File: config.mk
export PLATFORM = sky130hd
export DESIGN_NAME = nth_ctrl
export DESIGN_NICKNAME = d
export VERILOG_FILES = /design/src/design/nth_pkg.sv /design/src/design/nth_ctrl.sv
export SDC_FILE = /design/constraint.sdc
export NUM_CORES = 1
export LEC_CHECK = 0
export ABC_AREA = 0
export BUFFER_PORTS_ARGS = -buffer_cell sky130_fd_sc_hd__buf_2
export CELL_PAD_IN_SITES_DETAIL_PLACEMENT = 2
export CELL_PAD_IN_SITES_GLOBAL_PLACEMENT = 2
export CORE_MARGIN = 5
export CORE_UTILIZATION = 23
export CTS_CLUSTER_SIZE = 12
export DETAILED_ROUTE_END_ITERATION = 10
export PLACE_DENSITY = 0.86
export RECOVER_POWER = 100
export SYNTH_ARGS = -nofsm -noshare
export SYNTH_HDL_FRONTEND = slang
export SYNTH_SLANG_ARGS = --single-unit
File: constraint.sdc
create_clock -name clk_i -period 1.8 [get_ports clk_i]
set_input_delay 0.18 -clock clk_i [delete_from_list [all_inputs] [get_ports clk_i]]
set_output_delay 0.18 -clock clk_i [all_outputs]
set_load 0.005 [all_outputs]
File: src/design/nth_pkg.sv
// Package for the name timestamp hash table: sizes, codes, state encoding
// and the command/status bundles passed between controller and datapath.
// No dependencies.
package nth_pkg;

  localparam int TABLE_SLOTS = 64;
  localparam int NAME_BYTES  = 52;
  localparam int MAX_NAME    = NAME_BYTES - 1;

  localparam int SLOT_W = $clog2(TABLE_SLOTS);
  localparam int LEN_W  = $clog2(NAME_BYTES);
  localparam int OCC_W  = SLOT_W + 1;
  localparam int ADDR_W = $clog2(TABLE_SLOTS * NAME_BYTES);

  localparam logic [31:0] HASH_SEED = 32'd5381;

  typedef enum logic [1:0] {
    STAT_OK        = 2'd0,
    STAT_NOT_FOUND = 2'd1,
    STAT_FULL      = 2'd2,
    STAT_TOO_LONG  = 2'd3
  } status_e;

  typedef enum logic [2:0] {
    S_IDLE,
    S_META,
    S_EVAL,
    S_CMP_RD,
    S_CMP_CHK,
    S_RESOLVE,
    S_COPY_RD,
    S_COPY_WR
  } state_e;

  // Commands from the controller to the datapath.
  typedef struct packed {
    logic    load_byte;
    logic    next_slot;
    logic    byte_clear;
    logic    byte_next;
    logic    insert;
    logic    stamp;
    logic    copy_wr;
    logic    clear_key;
    logic    emit;
    logic    use_slot_stamp;
    status_e status;
  } cmd_t;

  // Status from the datapath to the controller.
  typedef struct packed {
    logic ovf;
    logic slot_valid;
    logic meta_eq;
    logic len_zero;
    logic byte_eq;
    logic byte_last;
    logic probe_last;
    logic full;
  } sts_t;

endpackage

File: src/design/nth_ctrl.sv
// Controller state machine of the name timestamp hash table.
// Depends on nth_pkg for the state encoding and the command/status types.
module nth_ctrl (
  input  logic          clk_i,
  input  logic          rst_ni,
  input  logic          start_i,
  input  logic          action_i,
  input  logic          last_byte_i,
  input  nth_pkg::sts_t sts_i,
  output nth_pkg::cmd_t cmd_o,
  output logic          busy_o
);
  import nth_pkg::*;

  state_e state_q, state_d;
  logic   found_q, found_d;
  logic   action_q;

  // State, match flag and action registers.
  always_ff @(posedge clk_i or negedge rst_ni) begin
    if (!rst_ni) begin
      state_q  <= S_IDLE;
      found_q  <= 1'b0;
      action_q <= 1'b0;
    end else begin
      state_q <= state_d;
      found_q <= found_d;
      if (state_q == S_IDLE && start_i && last_byte_i) begin
        action_q <= action_i;
      end
    end
  end

  // Next state logic.
  always_comb begin
    state_d = state_q;
    found_d = found_q;
    case (state_q)
      S_IDLE: begin
        if (start_i && last_byte_i) begin
          state_d = S_META;
        end
      end
      S_META: begin
        state_d = sts_i.ovf ? S_IDLE : S_EVAL;
      end
      S_EVAL: begin
        if (!sts_i.slot_valid) begin
          found_d = 1'b0;
          state_d = S_RESOLVE;
        end else if (sts_i.meta_eq && sts_i.len_zero) begin
          found_d = 1'b1;
          state_d = S_RESOLVE;
        end else if (sts_i.meta_eq) begin
          state_d = S_CMP_RD;
        end else if (sts_i.probe_last) begin
          found_d = 1'b0;
          state_d = S_RESOLVE;
        end else begin
          state_d = S_META;
        end
      end
      S_CMP_RD: begin
        state_d = S_CMP_CHK;
      end
      S_CMP_CHK: begin
        if (sts_i.byte_eq && sts_i.byte_last) begin
          found_d = 1'b1;
          state_d = S_RESOLVE;
        end else if (sts_i.byte_eq) begin
          state_d = S_CMP_RD;
        end else if (sts_i.probe_last) begin
          found_d = 1'b0;
          state_d = S_RESOLVE;
        end else begin
          state_d = S_META;
        end
      end
      S_RESOLVE: begin
        if (action_q && !found_q && !(sts_i.full || sts_i.slot_valid) && !sts_i.len_zero) begin
          state_d = S_COPY_RD;
        end else begin
          state_d = S_IDLE;
        end
      end
      S_COPY_RD: begin
        state_d = S_COPY_WR;
      end
      S_COPY_WR: begin
        state_d = sts_i.byte_last ? S_IDLE : S_COPY_RD;
      end
      default: begin
        state_d = S_IDLE;
      end
    endcase
  end

  // Command outputs.
  always_comb begin
    cmd_o = '0;
    cmd_o.status = STAT_OK;
    case (state_q)
      S_IDLE: begin
        cmd_o.load_byte = start_i;
      end
      S_META: begin
        if (sts_i.ovf) begin
          cmd_o.emit      = 1'b1;
          cmd_o.status    = STAT_TOO_LONG;
          cmd_o.clear_key = 1'b1;
        end
      end
      S_EVAL: begin
        if (sts_i.slot_valid && sts_i.meta_eq && !sts_i.len_zero) begin
          cmd_o.byte_clear = 1'b1;
        end else if (sts_i.slot_valid && !sts_i.meta_eq) begin
          cmd_o.next_slot = 1'b1;
        end
      end
      S_CMP_RD: begin
        cmd_o = '0;
      end
      S_CMP_CHK: begin
        if (sts_i.byte_eq && !sts_i.byte_last) begin
          cmd_o.byte_next = 1'b1;
        end else if (!sts_i.byte_eq) begin
          cmd_o.next_slot = 1'b1;
        end
      end
      S_RESOLVE: begin
        cmd_o.emit = 1'b1;
        if (!action_q) begin
          cmd_o.status         = found_q ? STAT_OK : STAT_NOT_FOUND;
          cmd_o.use_slot_stamp = found_q;
          cmd_o.clear_key      = 1'b1;
        end else if (!found_q && (sts_i.full || sts_i.slot_valid)) begin
          cmd_o.status    = STAT_FULL;
          cmd_o.clear_key = 1'b1;
        end else begin
          cmd_o.stamp = 1'b1;
          if (!found_q) begin
            cmd_o.insert     = 1'b1;
            cmd_o.byte_clear = 1'b1;
            cmd_o.clear_key  = sts_i.len_zero;
          end else begin
            cmd_o.clear_key = 1'b1;
          end
        end
      end
      S_COPY_RD: begin
        cmd_o = '0;
      end
      S_COPY_WR: begin
        cmd_o.copy_wr   = 1'b1;
        cmd_o.byte_next = !sts_i.byte_last;
        cmd_o.clear_key = sts_i.byte_last;
      end
      default: begin
        cmd_o = '0;
      end
    endcase
  end

  assign busy_o = (state_q != S_IDLE);

endmodule

* Yosys cells after proc, flatten, opt, wreduce, memory -nomap -nowiden
Index checks and enable logic that the tools add are counted.
Cells by class: add/subtract/negate cells 0, multipliers 0, divide/modulo/power cells 0, $lt $le $gt $ge 0, eq/ne operators 10, shifts and indexed selects 0, multiplexer cells 47, bitwise gates (word level) 0, reductions and logical operators 23
Operators with widths (number):
- 3-bit 2-to-1 mux | 9
- 3-bit one-hot mux with 8 select lines | 1
- 1-bit 2-to-1 mux | 23
- 2-bit 2-to-1 mux | 7
- 1-bit logical AND | 13
- 3-bit == test (second input constant) | 4
- 1-bit one-hot mux with 2 select lines | 5
- 3-bit by 2-bit == test with 1-bit output (second input constant) | 2
- 1-bit zero test | 5
- 4-bit != test (second input constant) | 1
- 2-bit one-hot mux with 2 select lines | 1
- 3-bit by 1-bit == test with 1-bit output (second input constant) | 1
- 3-bit zero test | 1
- 3-bit != test (second input constant) | 1
- 1-bit one-hot mux with 3 select lines | 1
- 3-bit AND reduction | 1
- 3-bit nonzero test | 1
- 2-bit by 1-bit != test with 1-bit output (second input constant) | 1
- 2-bit nonzero test | 1
- 1-bit logical OR | 1
Storage, ports and cells: flip-flop bits (word level) 5, latch bits 0, memory bits (writable) 0, ROM bits 0, input bits 13, logic and storage cells 83, memories kept 0

* Longest topological paths before layout
word-level depth 6, gate-level depth with buffers 5

* Least setup slack after synthesis
OpenSTA, ideal clock, no wires.
path type flip-flop to output port, start reg found_q, end out cmd_o[4] (netlist bit), arrival 1276 ps, slack 344 ps, cell stages (with the launch flop) 4, cells stage by stage dfrtp_1 -> or4b_4 -> o311ai_4 -> a21boi_2
RTL lines:
- start, declared | RTL line nth_ctrl.sv:16 | logic found_q, found_d;
- start signal, assigned | RTL line nth_ctrl.sv:27 | found_q <= found_d;
- end, declared | RTL line nth_ctrl.sv:10 | output nth_pkg::cmd_t cmd_o,

==> key figures <==
Status
  – Status: finished with violations
  – Violated checks: negative setup slack

Yosys
  – Cell count after synthesis: 71
  – Syn_nets: 84
  – Synth warn: 0
  – Synth unique cells: 29
  – Synthesized cell area: 552 µm²
  – Main synth FF type: dfrtp_1
  – Syn_area_per_cell: 7.77 µm²
  – Post-synth EDFFs: 0
  – Post-synth ARST share: 100%
  – Post-synthesis sequential area ratio: 22.7%
  – Synthesized flop and latch total: 5

Global routing
  – Number of global-route vias before repair: 709
  – Grt total ovfl: 0
  – First-pass GRT wire length: roughly 3.3 mm
  – Global Route Usage Sum: 12.4%
  – Initial antenna violation count: 0
  – Pin count of the biggest net entering global routing: 13

Drt
  – DRT Pass-1 Iters: 2
  – DR DRC count: 0
  – Routed len/inst: about 15 µm
  – Iter 0 DRT Violations: 6
  – Via Count: 638
  – ANT nets after route: 0
  – Via density: 4.87
  – Total detailed-routing wirelength: 1.97 mm

Floorplan
  – Die area: 3480 µm²
  – Standard-cell rows: 17
  – DIE WIDTH: 59.0 µm
  – Num ports: 26
  – Initial core utilization: 24.5%
  – CORE AREA: 2250 µm²
  – Die Y-Extent: just under 60 µm

Final layout
  – Final cell count without fillers: 131
  – Final Core Density: 33.5%
  – Commonest cells after routing, fill and taps aside: buf_2, nor2_1, nand2_1
  – Multi-input gate area: 388 µm²
  – # diodes: 0
  – Share of cells above drive strength 1: between 30% and 40%
  – Final nets: around 120
  – Reg area: 126 µm²
  – Area grow syn2layout: 36.7%
  – Commonest non-fill, non-tap cell in the layout: buf_2
  – Fillers: a little over 300

Worst hold path
  – Worst hold-check path type: primary input to flop

Placement
  – Gpl congestion: 0.781
  – Post-DP HPWL: 1.64 mm
  – Placed cell count: 124
  – Port bufs: 25

STA
  – Final setup vio count: 1
  – Max frequency: ~560 MHz
  – Post-route setup slack: -0.000455 ns
  – Final critical-path required period: between 1.5 and 2 ns
  – RSZ-0062 raised after global routing: yes
  – Slew Viols, Final: 0
  – Slew Limit Headroom: 74.4%
  – Crit share post-route: 100%
  – Setup TNS: -0.000455 ns
  – Tightest Pin Transition: 0.383 ns
  – Clock skew: 0.000900 ns
  – Final Hold Viols: 0

Clocking
  – CTS tree: done
  – # clock sinks: 5
  – CTS Root Buffer Type: clkbuf_4
  – CTS Buf Count: 3
  – Clock Pin Slew Worst Setup and Hold Paths: 0.05 ns
  – Worst-Skew Late Latency: about 0.25 ns
  – # H-tree levels: 1
  – Clk buf depth: 2

Pwr
  – Internal: 479 µW
  – Pwr Total: 887 µW
  – Pwr dens: 1180 nW/µm²
  – Combinational Power Share: 57.8%
  – Register share of total power: 26.5%
  – Switching share of power: 46.0%
  – Psw: 408 µW
  – Leak Pwr: 0.342 nW
  – Clk pwr share: 15.7%
  – Peak VDD IR: around 0.54 mV

Worst setup path
  – Worst path slowest cell: or4b_4
  – Crit Path Category: flop to output pin
  – Type of element capturing the critical path: output pin
  – Arr. time, crit path: 1.62 ns
  – Setup crit start kind: flop
  – Critical Path Fanout Max: 2
  – Max incr delay on CP: 0.54 ns
  – CP Data Required Time: about 1.6 ns
  – CP cell instances: or4b_4 -> o311ai_4 -> a21boi_2 -> buf_2

Job
  – Max cap viols: 0
## critical path, delay by kind of cell, from the launching register on
kind,cells,cell delay [ns]
buf+inv,1,0.13
flops,1,0.39
compound gates,2,0.30
simple gates,1,0.54
## stage by stage
step	setup slack (ns)	cell area (µm²)	hold slack, ns
after floorplan	0.344	552	-0.116
after global placement	0.201	712	0.00348
after detailed placement	0.152	712	0.00483
after CTS	-0.00977	764	0.146
after global routing	-0.0723	754	0.160
final	-0.000455	754	0.148
## layer usage
metal / part of all wire [%] / global-route usage (%) / wire, µm / vias up
met5: 0 / 0 / 0 / -
met4: 1.8 / 5.83 / 36 / 0
met3: 6.3 / 2.61 / 124 / 5
met2: 46 / 20.3 / 917 / 21
met1: 45 / 15.3 / 894 / 300
li1: - / - / - / 312
## logic make-up after synthesis
kind of cell           after synthesis  synth area share, %
AO/OA/AOI/OAI                       18                 24.0
flip-flops                           5                 22.7
multiplexers                         4                 7.71
XOR/XNOR                             1                 1.59
AND/OR/NAND/NOR                     36                 37.2
buffers and inverters                7                 6.80
## area by class of cell
class / instances / area share [%]
clock buffer: 4 / 3.48
inverter: 4 / 1.99
timing repair buffer: 31 / 21.7
multi-input combinational: 59 / 51.4
tap: 28 / 4.64
sequential: 5 / 16.7
## what timing repair did
action	in CTS	in global routing
hold buffers	1	0
endpoints found under the hold margin	5	0
setup endpoints to repair	1	2
resized for setup	1	1
pin swaps	1	0
buffers inserted	2	0
## cell usage after synthesis, types with 2 or more instances
cell type	number	area [µm²]
inv_1	4	15.0
nor2_1	11	41.3
o21ai_1	2	10.0
nand2_1	6	22.5
nor3_2	2	20.0
o211ai_1	2	15.0
dfrtp_1	5	125
o21ai_0	4	20.0
and2_1	2	12.5
buf_4	3	22.5
nand2b_1	4	25.0
nand4b_1	2	17.5
mux2_1	2	22.5
mux2i_1	2	20.0
nor2b_1	2	12.5
a21oi_1	5	25.0
## power by group through the flow
stage	clock network, mW	registers, mW	logic, mW
after floorplan	0	0.199	0.383
after global placement	0	0.241	0.493
after detailed placement	0	0.246	0.507
after CTS	0.143	0.237	0.537
after global routing	0.154	0.247	0.573
final	0.139	0.235	0.513
## worst paths after layout
| check | startpoint | to | slack (ns) | cells after the start |
|---|---|---|---|---|
| min in group asynchronous | rst_ni | action_q | 0.32 | 2 |
| min | action_i | action_q | 0.15 | 2 |
| max | found_q | cmd_o[4] | -0.0005 | 4 |
| min reg2reg | action_q | action_q | 0.60 | 1 |
| max in group asynchronous | rst_ni | found_q | 1.23 | 2 |
| max reg2reg | found_q | state_q[1] | 0.16 | 5 |
## state kept, by name (all words and copies together) (netlist names)
name,count
found_q,1
state_q,3
action_q,1
(Power assumes the default switching activity.)
